<file path="config.mk">
export PLATFORM = sky130hd
export DESIGN_NAME = harmonic_oscillator_integrator
export DESIGN_NICKNAME = d
export VERILOG_FILES = /design/src/hdl/hoi_pkg.sv /design/src/hdl/hoi_serial_mul.sv /design/src/hdl/harmonic_oscillator_integrator.sv
export VERILOG_INCLUDE_DIRS = /design/src /design/src/hdl
export SDC_FILE = /design/constraint.sdc
export NUM_CORES = 2
export LEC_CHECK = 0
export BUFFER_PORTS_ARGS = -buffer_cell sky130_fd_sc_hd__buf_2
export CAP_MARGIN = 0
export CORE_ASPECT_RATIO = 0.8
export CORE_UTILIZATION = 45
export CTS_CLUSTER_DIAMETER = 120
export DETAILED_ROUTE_END_ITERATION = 8
export GPL_ROUTABILITY_DRIVEN = 0
export PLACE_DENSITY = 0.74
export REMOVE_ABC_BUFFERS = 1
export SYNTH_ARGS = -nofsm -noshare
export SYNTH_HDL_FRONTEND = slang
export SYNTH_SLANG_ARGS = --single-unit
</file>
<file path="constraint.sdc">
create_clock -name i_clk -period 6.2 [get_ports i_clk]
set_clock_uncertainty 0.1 [all_clocks]
set_input_delay 0.31 -clock i_clk [delete_from_list [all_inputs] [get_ports i_clk]]
set_output_delay 0.31 -clock i_clk [all_outputs]
set_load 0.1 [all_outputs]
</file>
<file path="src/hdl/harmonic_oscillator_integrator_defines.svh">
// Assertion macros shared by the oscillator integrator RTL.
// No dependencies; define SYNTH to compile the checks away.
`ifndef HARMONIC_OSCILLATOR_INTEGRATOR_DEFINES_SVH
`define HARMONIC_OSCILLATOR_INTEGRATOR_DEFINES_SVH
`ifndef SYNTH
// same-cycle implication
`define HOI_ASSERT_SAME(label, clk, rst_n, ante, cons) \
    label: assert property (@(posedge clk) disable iff (!rst_n) (ante) |-> (cons)) \
        else $error("hoi check failed (same cycle)");
// next-cycle implication
`define HOI_ASSERT_NEXT(label, clk, rst_n, ante, cons) \
    label: assert property (@(posedge clk) disable iff (!rst_n) (ante) |=> (cons)) \
        else $error("hoi check failed (next cycle)");
`else
`define HOI_ASSERT_SAME(label, clk, rst_n, ante, cons)
`define HOI_ASSERT_NEXT(label, clk, rst_n, ante, cons)
`endif
`endif

</file>
<file path="src/hdl/hoi_pkg.sv">
// Shared widths, register map, reset values and saturation helpers
// for the oscillator integrator. No dependencies.
package hoi_pkg;

    localparam int POS_W      = 32;   // Q4.28 position / velocity
    localparam int TIME_W     = 40;   // Q16.24 time
    localparam int DT_W       = 24;   // Q0.24 step
    localparam int W2_W       = 32;   // Q8.24 omega squared
    localparam int SLOPE_W    = 40;   // velocity slope, Q.28
    localparam int FRAC_SHIFT = 24;
    localparam int WIDE_W     = 42;   // pre-saturation sums

    localparam int MCAND_W  = SLOPE_W;
    localparam int MPLIER_W = W2_W;
    localparam int PROD_W   = MCAND_W + MPLIER_W;
    localparam int CNT_W    = $clog2(MPLIER_W + 1);

    localparam int S_TDATA_W   = 8;
    localparam int M_TDATA_W   = TIME_W + 2 * POS_W;
    localparam int RESTART_BIT = 0;

    localparam int APB_AW    = 6;
    localparam int APB_DW    = 64;
    localparam int ADDR_LSB  = 3;
    localparam int REG_IDX_W = APB_AW - ADDR_LSB;

    typedef enum logic [REG_IDX_W-1:0] {
        REG_METHOD = 3'd0,
        REG_STEP   = 3'd1,
        REG_OMEGA2 = 3'd2,
        REG_T0     = 3'd3,
        REG_X0     = 3'd4,
        REG_V0     = 3'd5
    } t_reg_idx;

    localparam logic              RST_METHOD = 1'b1;
    localparam logic [DT_W-1:0]   RST_STEP   = 24'd167772;
    localparam logic [W2_W-1:0]   RST_OMEGA2 = 32'd16777216;
    localparam logic [TIME_W-1:0] RST_T0     = '0;
    localparam logic [POS_W-1:0]  RST_X0     = 32'h1000_0000;
    localparam logic [POS_W-1:0]  RST_V0     = '0;

    typedef struct packed {
        logic start;
        logic narrow;   // multiplier is DT_W bits instead of MPLIER_W
    } t_mul_ctl;

    function automatic logic is_clip(input logic signed [WIDE_W-1:0] val);
        return !((&val[WIDE_W-1:POS_W-1]) || !(|val[WIDE_W-1:POS_W-1]));
    endfunction

    function automatic logic signed [POS_W-1:0] sat32(input logic signed [WIDE_W-1:0] val);
        if (is_clip(val)) begin
            return val[WIDE_W-1] ? {1'b1, {(POS_W-1){1'b0}}} : {1'b0, {(POS_W-1){1'b1}}};
        end
        return val[POS_W-1:0];
    endfunction

endpackage

</file>
<file path="src/hdl/hoi_serial_mul.sv">
// Bit-serial shift-add multiplier: signed multiplicand times unsigned
// multiplier, one multiplier bit per cycle. Depends on hoi_pkg.
module hoi_serial_mul (
    input  logic                                 i_clk,
    input  logic                                 i_rst_n,
    input  hoi_pkg::t_mul_ctl                    i_ctl,
    input  logic signed [hoi_pkg::MCAND_W-1:0]   i_mcand,
    input  logic        [hoi_pkg::MPLIER_W-1:0]  i_mplier,
    output logic                                 o_done,
    output logic signed [hoi_pkg::PROD_W-1:0]    o_product
);
    import hoi_pkg::*;

    localparam int LSB_DROP = MPLIER_W - DT_W;
    localparam int EXT_W    = PROD_W - (MCAND_W + 1) - DT_W;

    logic signed [MCAND_W:0]   r_hi;
    logic        [MCAND_W:0]   n_sum;
    logic        [MPLIER_W-1:0] r_lo;
    logic        [MPLIER_W-1:0] r_b;
    logic signed [MCAND_W-1:0] r_a;
    logic        [CNT_W-1:0]   r_cnt;
    logic                      r_busy;
    logic                      r_done;
    logic                      r_narrow;

    // high half accumulates, then the pair shifts right one place
    assign n_sum = r_hi + (r_b[0] ? {r_a[MCAND_W-1], r_a} : '0);

    always_ff @(posedge i_clk) begin
        if (!i_rst_n) begin
            r_busy <= 1'b0;
            r_done <= 1'b0;
            r_cnt  <= '0;
        end else begin
            r_done <= 1'b0;
            if (i_ctl.start) begin
                r_busy <= 1'b1;
                r_cnt  <= i_ctl.narrow ? CNT_W'(DT_W) : CNT_W'(MPLIER_W);
            end else if (r_busy) begin
                r_cnt <= r_cnt - CNT_W'(1);
                if (r_cnt == CNT_W'(1)) begin
                    r_busy <= 1'b0;
                    r_done <= 1'b1;
                end
            end
        end
    end

    always_ff @(posedge i_clk) begin
        if (i_ctl.start) begin
            r_hi     <= '0;
            r_lo     <= '0;
            r_a      <= i_mcand;
            r_b      <= i_mplier;
            r_narrow <= i_ctl.narrow;
        end else if (r_busy) begin
            r_hi <= {n_sum[MCAND_W], n_sum[MCAND_W:1]};
            r_lo <= {n_sum[0], r_lo[MPLIER_W-1:1]};
            r_b  <= {1'b0, r_b[MPLIER_W-1:1]};
        end
    end

    // short runs leave the product LSB_DROP places high in the pair
    assign o_product = r_narrow ?
        {{EXT_W{r_hi[MCAND_W]}}, r_hi, r_lo[MPLIER_W-1:LSB_DROP]} :
        {r_hi[MCAND_W-1:0], r_lo};
    assign o_done = r_done;

endmodule

</file>
<file path="src/hdl/harmonic_oscillator_integrator.sv">
// Top level of the fixed-point harmonic oscillator integrator (Euler / Heun).
// Depends on hoi_pkg, hoi_serial_mul and harmonic_oscillator_integrator_defines.svh.
//
//  port group  dir  handshake                  beat contents (low bit first)
//  s_t*        in   s_tvalid / s_tready        tdata: restart
//  m_t*        out  m_tvalid / m_tready        tdata: time_now, position, velocity;
//                                              tuser: saturated
//  apb         in   psel/penable/pwrite/pready 6 regs at byte address 8*i, 64-bit data
//
// One beat in, one beat out. All products go through a single bit-serial
// multiplier, one multiplier bit per cycle; w2 products use the full multiplier width, dt products the step width.
// A new beat is taken once the previous step has finished, even while its result
// still waits in the output register; a stalled output holds the next step at its end.
// Reset is synchronous, active low, and loads register defaults and initial state.
`include "harmonic_oscillator_integrator_defines.svh"

module harmonic_oscillator_integrator (
    input  logic                               i_clk,
    input  logic                               i_rst_n,
    // input stream
    input  logic                               s_tvalid,
    output logic                               s_tready,
    input  logic [hoi_pkg::S_TDATA_W-1:0]      s_tdata,   // [0] restart
    // output stream
    output logic                               m_tvalid,
    input  logic                               m_tready,
    output logic [hoi_pkg::M_TDATA_W-1:0]      m_tdata,   // time_now, position, velocity
    output logic                               m_tuser,   // saturated
    // configuration
    input  logic                               psel,
    input  logic                               penable,
    input  logic                               pwrite,
    input  logic [hoi_pkg::APB_AW-1:0]         paddr,
    input  logic [hoi_pkg::APB_DW-1:0]         pwdata,
    output logic [hoi_pkg::APB_DW-1:0]         prdata,
    output logic                               pready
);
    import hoi_pkg::*;

    typedef enum logic [8:0] {
        S_IDLE = 9'b000000001,
        S_K1   = 9'b000000010,   // w2 * x
        S_DV   = 9'b000000100,   // dt * v
        S_DK1  = 9'b000001000,   // dt * k1
        S_PRED = 9'b000010000,   // Heun predictor
        S_K2   = 9'b000100000,   // w2 * xp
        S_DVP  = 9'b001000000,   // dt * vp, summed into dt * v
        S_DK2  = 9'b010000000,   // dt * k2, summed into dt * k1
        S_FIN  = 9'b100000000    // update state, load output
    } t_state;

    localparam int PA_W  = POS_W + DT_W + 1;      // dt*v (+ dt*vp)
    localparam int PB_W  = SLOPE_W + DT_W + 1;    // dt*k1 (+ dt*k2)
    localparam int XE_W  = WIDE_W - POS_W;
    localparam int PAH_W = PA_W - FRAC_SHIFT;
    localparam int PBH_W = PB_W - FRAC_SHIFT;

    // configuration registers
    logic                     r_method;
    logic [DT_W-1:0]          r_dt;
    logic [W2_W-1:0]          r_w2;
    logic [TIME_W-1:0]        r_t0;
    logic [POS_W-1:0]         r_x0;
    logic [POS_W-1:0]         r_v0;

    // oscillator state and intermediates
    logic signed [POS_W-1:0]   r_x;
    logic signed [POS_W-1:0]   r_v;
    logic        [TIME_W-1:0]  r_t;
    logic signed [POS_W-1:0]   r_xp;
    logic signed [POS_W-1:0]   r_vp;
    logic signed [SLOPE_W-1:0] r_k;
    logic signed [PA_W-1:0]    r_pa;
    logic signed [PB_W-1:0]    r_pb;

    t_state r_state;
    t_state n_state;
    logic   r_wait;

    // output register
    logic                r_ovalid;
    logic                r_osat;
    logic [TIME_W-1:0]   r_otime;
    logic [POS_W-1:0]    r_opos;
    logic [POS_W-1:0]    r_ovel;

    logic                      accept;
    logic                      cfg_wr;
    logic                      mul_state;
    logic                      mul_done;
    logic                      out_free;
    logic                      fin_go;
    t_mul_ctl                  mul_ctl;
    logic signed [MCAND_W-1:0] mul_a;
    logic        [MPLIER_W-1:0] mul_b;
    logic signed [PROD_W-1:0]  mul_prod;
    logic signed [SLOPE_W-1:0] prod_slope;
    logic signed [WIDE_W-1:0]  x_ext;
    logic signed [WIDE_W-1:0]  v_ext;
    logic signed [WIDE_W-1:0]  pred_x;
    logic signed [WIDE_W-1:0]  pred_v;
    logic signed [WIDE_W-1:0]  fin_x;
    logic signed [WIDE_W-1:0]  fin_v;
    logic                      fin_clip;

    assign s_tready = (r_state == S_IDLE);
    assign accept   = s_tvalid && s_tready;
    assign pready   = 1'b1;
    assign cfg_wr   = psel && penable && pwrite && pready;
    assign out_free = !r_ovalid || m_tready;
    assign fin_go   = (r_state == S_FIN) && out_free;

    assign mul_state = (r_state == S_K1) || (r_state == S_DV) || (r_state == S_DK1) ||
                       (r_state == S_K2) || (r_state == S_DVP) || (r_state == S_DK2);
    assign mul_ctl.start  = mul_state && !r_wait;
    assign mul_ctl.narrow = !((r_state == S_K1) || (r_state == S_K2));

    // operand select for the shared multiplier
    always_comb begin
        mul_a = {{(MCAND_W-POS_W){r_x[POS_W-1]}}, r_x};
        mul_b = r_w2;
        unique case (r_state) inside
            S_K1:  begin
                mul_a = {{(MCAND_W-POS_W){r_x[POS_W-1]}}, r_x};
                mul_b = r_w2;
            end
            S_DV:  begin
                mul_a = {{(MCAND_W-POS_W){r_v[POS_W-1]}}, r_v};
                mul_b = {{(MPLIER_W-DT_W){1'b0}}, r_dt};
            end
            S_K2:  begin
                mul_a = {{(MCAND_W-POS_W){r_xp[POS_W-1]}}, r_xp};
                mul_b = r_w2;
            end
            S_DVP: begin
                mul_a = {{(MCAND_W-POS_W){r_vp[POS_W-1]}}, r_vp};
                mul_b = {{(MPLIER_W-DT_W){1'b0}}, r_dt};
            end
            S_DK1, S_DK2: begin
                mul_a = r_k;
                mul_b = {{(MPLIER_W-DT_W){1'b0}}, r_dt};
            end
            default: begin
                mul_a = {{(MCAND_W-POS_W){r_x[POS_W-1]}}, r_x};
                mul_b = r_w2;
            end
        endcase
    end

    hoi_serial_mul u_mul (
        .i_clk     (i_clk),
        .i_rst_n   (i_rst_n),
        .i_ctl     (mul_ctl),
        .i_mcand   (mul_a),
        .i_mplier  (mul_b),
        .o_done    (mul_done),
        .o_product (mul_prod)
    );

    // k = -floor(w2 * x / 2^24); the floor is the slice itself
    assign prod_slope = -$signed(mul_prod[FRAC_SHIFT+SLOPE_W-1:FRAC_SHIFT]);

    assign x_ext  = {{XE_W{r_x[POS_W-1]}}, r_x};
    assign v_ext  = {{XE_W{r_v[POS_W-1]}}, r_v};
    // Euler increment: floor(p / 2^24)
    assign pred_x = x_ext + {{(WIDE_W-PAH_W){r_pa[PA_W-1]}}, r_pa[PA_W-1:FRAC_SHIFT]};
    assign pred_v = v_ext + {{(WIDE_W-PBH_W){r_pb[PB_W-1]}}, r_pb[PB_W-1:FRAC_SHIFT]};
    // Heun increment: floor((p1 + p2) / 2^25); the sums sit in r_pa / r_pb
    assign fin_x = r_method ?
        x_ext + {{(WIDE_W-PAH_W+1){r_pa[PA_W-1]}}, r_pa[PA_W-1:FRAC_SHIFT+1]} : pred_x;
    assign fin_v = r_method ?
        v_ext + {{(WIDE_W-PBH_W+1){r_pb[PB_W-1]}}, r_pb[PB_W-1:FRAC_SHIFT+1]} : pred_v;
    assign fin_clip = is_clip(fin_x) || is_clip(fin_v);

    // sequencer
    always_comb begin
        n_state = r_state;
        unique case (r_state)
            S_IDLE: if (accept) n_state = S_K1;
            S_K1:   if (r_wait && mul_done) n_state = S_DV;
            S_DV:   if (r_wait && mul_done) n_state = S_DK1;
            S_DK1:  if (r_wait && mul_done) n_state = r_method ? S_PRED : S_FIN;
            S_PRED: n_state = S_K2;
            S_K2:   if (r_wait && mul_done) n_state = S_DVP;
            S_DVP:  if (r_wait && mul_done) n_state = S_DK2;
            S_DK2:  if (r_wait && mul_done) n_state = S_FIN;
            S_FIN:  if (out_free) n_state = S_IDLE;
            default: n_state = S_IDLE;
        endcase
    end

    // control, configuration and architectural state
    always_ff @(posedge i_clk) begin
        if (!i_rst_n) begin
            r_state  <= S_IDLE;
            r_wait   <= 1'b0;
            r_ovalid <= 1'b0;
            r_method <= RST_METHOD;
            r_dt     <= RST_STEP;
            r_w2     <= RST_OMEGA2;
            r_t0     <= RST_T0;
            r_x0     <= RST_X0;
            r_v0     <= RST_V0;
            r_x      <= RST_X0;
            r_v      <= RST_V0;
            r_t      <= RST_T0;
        end else begin
            r_state <= n_state;

            if (mul_ctl.start) begin
                r_wait <= 1'b1;
            end else if (mul_done) begin
                r_wait <= 1'b0;
            end

            if (fin_go) begin
                r_ovalid <= 1'b1;
            end else if (m_tready) begin
                r_ovalid <= 1'b0;
            end

            if (cfg_wr) begin
                unique case (paddr[APB_AW-1:ADDR_LSB])
                    REG_METHOD: r_method <= pwdata[0];
                    REG_STEP:   r_dt     <= pwdata[DT_W-1:0];
                    REG_OMEGA2: r_w2     <= pwdata[W2_W-1:0];
                    REG_T0:     r_t0     <= pwdata[TIME_W-1:0];
                    REG_X0:     r_x0     <= pwdata[POS_W-1:0];
                    REG_V0:     r_v0     <= pwdata[POS_W-1:0];
                    default: ;
                endcase
            end

            if (accept && s_tdata[RESTART_BIT]) begin
                r_x <= r_x0;
                r_v <= r_v0;
                r_t <= r_t0;
            end else if (fin_go) begin
                r_x <= sat32(fin_x);
                r_v <= sat32(fin_v);
                r_t <= r_t + {{(TIME_W-DT_W){1'b0}}, r_dt};   // wraps mod 2^40
            end
        end
    end

    // datapath registers
    always_ff @(posedge i_clk) begin
        if (r_wait && mul_done) begin
            unique case (r_state) inside
                S_K1, S_K2: r_k  <= prod_slope;
                S_DV:       r_pa <= mul_prod[PA_W-1:0];
                S_DK1:      r_pb <= mul_prod[PB_W-1:0];
                S_DVP:      r_pa <= r_pa + mul_prod[PA_W-1:0];
                S_DK2:      r_pb <= r_pb + mul_prod[PB_W-1:0];
                default: ;
            endcase
        end
        // predictor clipping is not reported
        if (r_state == S_PRED) begin
            r_xp <= sat32(pred_x);
            r_vp <= sat32(pred_v);
        end
        if (fin_go) begin
            r_otime <= r_t;
            r_opos  <= sat32(fin_x);
            r_ovel  <= sat32(fin_v);
            r_osat  <= fin_clip;
        end
    end

    always_comb begin
        prdata = '0;
        unique case (paddr[APB_AW-1:ADDR_LSB])
            REG_METHOD: prdata = {{(APB_DW-1){1'b0}}, r_method};
            REG_STEP:   prdata = {{(APB_DW-DT_W){1'b0}}, r_dt};
            REG_OMEGA2: prdata = {{(APB_DW-W2_W){1'b0}}, r_w2};
            REG_T0:     prdata = {{(APB_DW-TIME_W){1'b0}}, r_t0};
            REG_X0:     prdata = {{(APB_DW-POS_W){1'b0}}, r_x0};
            REG_V0:     prdata = {{(APB_DW-POS_W){1'b0}}, r_v0};
            default:    prdata = '0;
        endcase
    end

    assign m_tvalid = r_ovalid;
    assign m_tdata  = {r_ovel, r_opos, r_otime};
    assign m_tuser  = r_osat;

    `HOI_ASSERT_SAME(a_out_from_fin, i_clk, i_rst_n, $rose(m_tvalid), $past(r_state == S_FIN))
    `HOI_ASSERT_SAME(a_done_expected, i_clk, i_rst_n, mul_done, r_wait && mul_state)
    `HOI_ASSERT_NEXT(a_accept_starts, i_clk, i_rst_n, s_tvalid && s_tready, r_state == S_K1)
    `HOI_ASSERT_NEXT(a_fin_holds, i_clk, i_rst_n, (r_state == S_FIN) && r_ovalid && !m_tready, (r_state == S_FIN) && m_tvalid)

endmodule

</file>
==> metrics.cfg <==
[grt]
grt_pass1_wl_mm=243
grt_pass1_vias=41900
antenna_found_initial=8
grt_overflow=0
grt_usage_pct=27.0
grt_max_degree=98

[placement]
dp_cells=7321
port_buffers=197
pre_cts_ws_ns=0.326
dpl.hpwl_mm=117

[detailed_routing]
dr_wl_met3_mm=19.8
wirelength_met1_mm=69.4
drc=0
drtPass1Iterations=8
first_iter_violations=6235
totalWireLength_mm=160
drtAntennaViolNets=0
vias_per_cell=6.22
wl_per_cell_um=21.3
num_vias=46700
top_layer_used=met5
routed-wl-met2_mm=64.9

[yosys]
ys_warn_count=0
ys_seq_area_share_pct=38.1
synth.distinct_cells=97
ys_ff_latch=760
syn-cell-area_mm2=0.0505
postSynth.asyncResetShare_pct=0
synth_edf_count=404
syn_inst=5854
ys.flop_type=edfxtp_1
avgSynthCellArea_um2=8.63

[timing]
fin_ws_ns=0.217
slew_headroom_pct=20.8
fin_crit_sh_pct=96.5
rsz0062_at_grt=no
hold_viol_final=0
setup_tns_ns=0
fmax_mhz=167
timing.final.max_slew_violations=0
worst_pin_slew_ns=1.18
min_period_ns=5.98
setup_viol_count_final=0

[clock_tree]
insertion_delay_ns=0.69
clockRootBuffer=clkbuf_16
cts_buffer_depth=3
cts_buffers=80
clk_pin_slew_worst_paths_ns=0.07
cts_htree_levels=3
cts_tree=built
clock_sinks=760

[layout]
fin_util_pct=50.5
area_growth_syn_to_layout_pct=10.9
drive_above_1_share_pct=9.06
num-fill-cells=10100
final_net_count=6365
stdcell_count=7516

[floorplan]
core_area_mm2=0.111
die-height_um=302
rows=109
initial_core_util_pct=45.6
dieWidth_um=377
dieArea_mm2=0.114
pin_count=257

[worst_setup_path]
crit_type=reg2reg
worstPathRequired_ns=6.63
cp_max_fo=21
arrival_ns=6.41
crit_path_start_kind=flip-flop
worstSetupEndpointType=flip-flop
r2r_slack_ns=0.22

[outcome]
status=finished, final reports clean

[pwr]
ir_drop_mv=0.251
cellLeakagePower_nw=23.1
powerDensity_mw_per_mm2=297

[worst_hold_path]
hp-class=in2reg

[job]
max_cap_viol_count=0

-- cell families after synthesis --
group	after synthesis	synth area share (%)
buffers and inverters	474	3.81
other	2	0.0149
multiplexers	195	4.00
AND/OR/NAND/NOR	1843	16.2
XOR/XNOR	318	5.51
AO/OA/AOI/OAI	1931	24.0
flip-flops	760	38.1
adder cells (fa/ha/maj)	331	8.32
-- cells in the final DEF, fill, tap and decap left out, drive strengths merged, types with 42 or more instances in the layout --
cell type / netlist / layout
a211oi: 55 / 55
a21o: 218 / 218
a21oi: 671 / 671
a22o: 49 / 49
a22oi: 47 / 47
a31oi: 68 / 68
and2: 69 / 69
and3: 46 / 46
buf: 66 / 287
clkbuf: 273 / 108
dfxtp: 356 / 356
dlygate4sd3: 0 / 42
edfxtp: 404 / 404
ha: 323 / 323
inv: 135 / 138
mux2: 54 / 54
mux2i: 141 / 141
nand2: 859 / 859
nand2b: 64 / 64
nand3: 98 / 98
nand4: 46 / 46
nor2: 446 / 446
nor3: 74 / 74
o21a: 43 / 43
o21ai: 451 / 451
o21bai: 57 / 57
xnor2: 197 / 197
xor2: 121 / 121
-- per-stage QoR --
stage	total power [mW]	hold WS, ns	cell area, um^2
3_3_place_gp	11.3	0.345	52900
3_5_place_dp	11.5	0.343	52900
2_1_floorplan	10.0	0.282	49200
4_1_cts	16.5	0.0340	56000
5_1_grt	17.3	0.0555	56000
6_report	16.6	0.0573	56000
-- per-layer routing --
layer	track usage, %	vias to the layer above
li1	-	21600
met1	39.7	22000
met2	37.8	2784
met3	7.27	337
met4	9.03	4
met5	0	-
-- power by group --
group / switching [mW] / total, mW / internal (mW)
logic: 3.58 / 5.52 / 1.94
registers: 0.322 / 6.07 / 5.74
clock network: 2.23 / 5.04 / 2.81
-- worst paths after layout --
kind	startpoint	end	cells after the start
worst max-delay path	r_pb[25]$_DFFE_PP_	r_ovel[8]$_DFFE_PP_	18
worst min-delay path	paddr[4]	r_method$_SDFFE_PN1P_	3
worst min register to register	r_t[8]$_SDFFE_PN0P_	r_otime[8]$_DFFE_PP_	0
worst max register to register	r_pb[25]$_DFFE_PP_	r_ovel[8]$_DFFE_PP_	18
-- timing repair --
item	4_1_cts	5_1_grt
endpoints found under the hold margin	164	0
hold buffers	42	0
gates resized for setup	0	1
setup endpoints to repair	0	19
buffers inserted	0	2
-- worst max-delay path: stages, from the launching register on --
cell,delay (ns)
edfxtp_1,0.44
ha_1,0.23
inv_1,0.07
fa_1,0.39
nand2b_1,0.20
a21oi_1,0.39
o21ai_1,0.27
a2111oi_1,0.72
buf_4,0.23
o211ai_1,0.29
and3b_1,0.34
nor3_1,0.29
nand4_1,0.13
or4_4,0.44
a211oi_4,0.24
buf_4,0.20
buf_4,0.36
o21ai_0,0.31
nand2_1,0.16
-- registers in the layout, indices dropped and copies added, names as in the netlist, 32 cells and up --
signal and cells:
r_x0 32, r_pa 57, r_k 40, r_t 40
u_mul.r_a 40, r_ovel 32, r_v 32, r_otime 40
r_t0 40, u_mul.r_b 32, u_mul.r_hi 40, r_x 32
r_w2 32, r_xp 32, r_pb 65, r_vp 32
r_v0 32, r_opos 32, u_mul.r_lo 32
-- cell type report --
| type | instances | area (um^2) | share of cell area, % |
|---|---|---|---|
| multi-input cells | 4643 | 29500 | 52.7 |
| flip-flops and latches | 760 | 19300 | 34.4 |
| clock buffers | 108 | 2270 | 4.06 |
| repair buffers | 329 | 2120 | 3.78 |
| well taps | 1498 | 1870 | 3.35 |
| inverters | 135 | 517 | 0.923 |
| clock inverters | 42 | 415 | 0.742 |
| diodes | 1 | 2.50 | 0.00447 |
-- Yosys cell counts, types with 18 or more instances --
library cell  instances  share of area, %
a211oi_1             54              0.80
a21o_1              218               3.2
a21oi_1             670               6.6
a221o_1              33              0.65
a222oi_1             34              0.67
a22o_1               48              0.83
a22oi_1              46              0.68
a31oi_1              68              0.84
and2_1               68              0.84
and3_1               46              0.57
buf_1                19              0.14
buf_4                27              0.40
clkbuf_1            273               2.0
dfxtp_1             356                14
edfxtp_1            404                24
ha_1                323               8.0
inv_1               133              0.99
mux2_2               54               1.2
mux2i_1             141               2.8
nand2_1             858               6.4
nand2b_1             64              0.79
nand3_1              98              0.97
nand4_1              46              0.57
nor2_1              446               3.3
nor2b_1              28              0.35
nor3_1               74              0.73
nor4_1               21              0.26
o211a_1              18              0.36
o211ai_1             23              0.34
o21a_1               43              0.64
o21ai_0             433               4.3
o21ai_1              18              0.18
o21bai_1             56              0.83
or3_1                23              0.28
xnor2_1             197               3.4
xor2_1              121               2.1
Note: power is estimated with default switching activity, not from simulation.
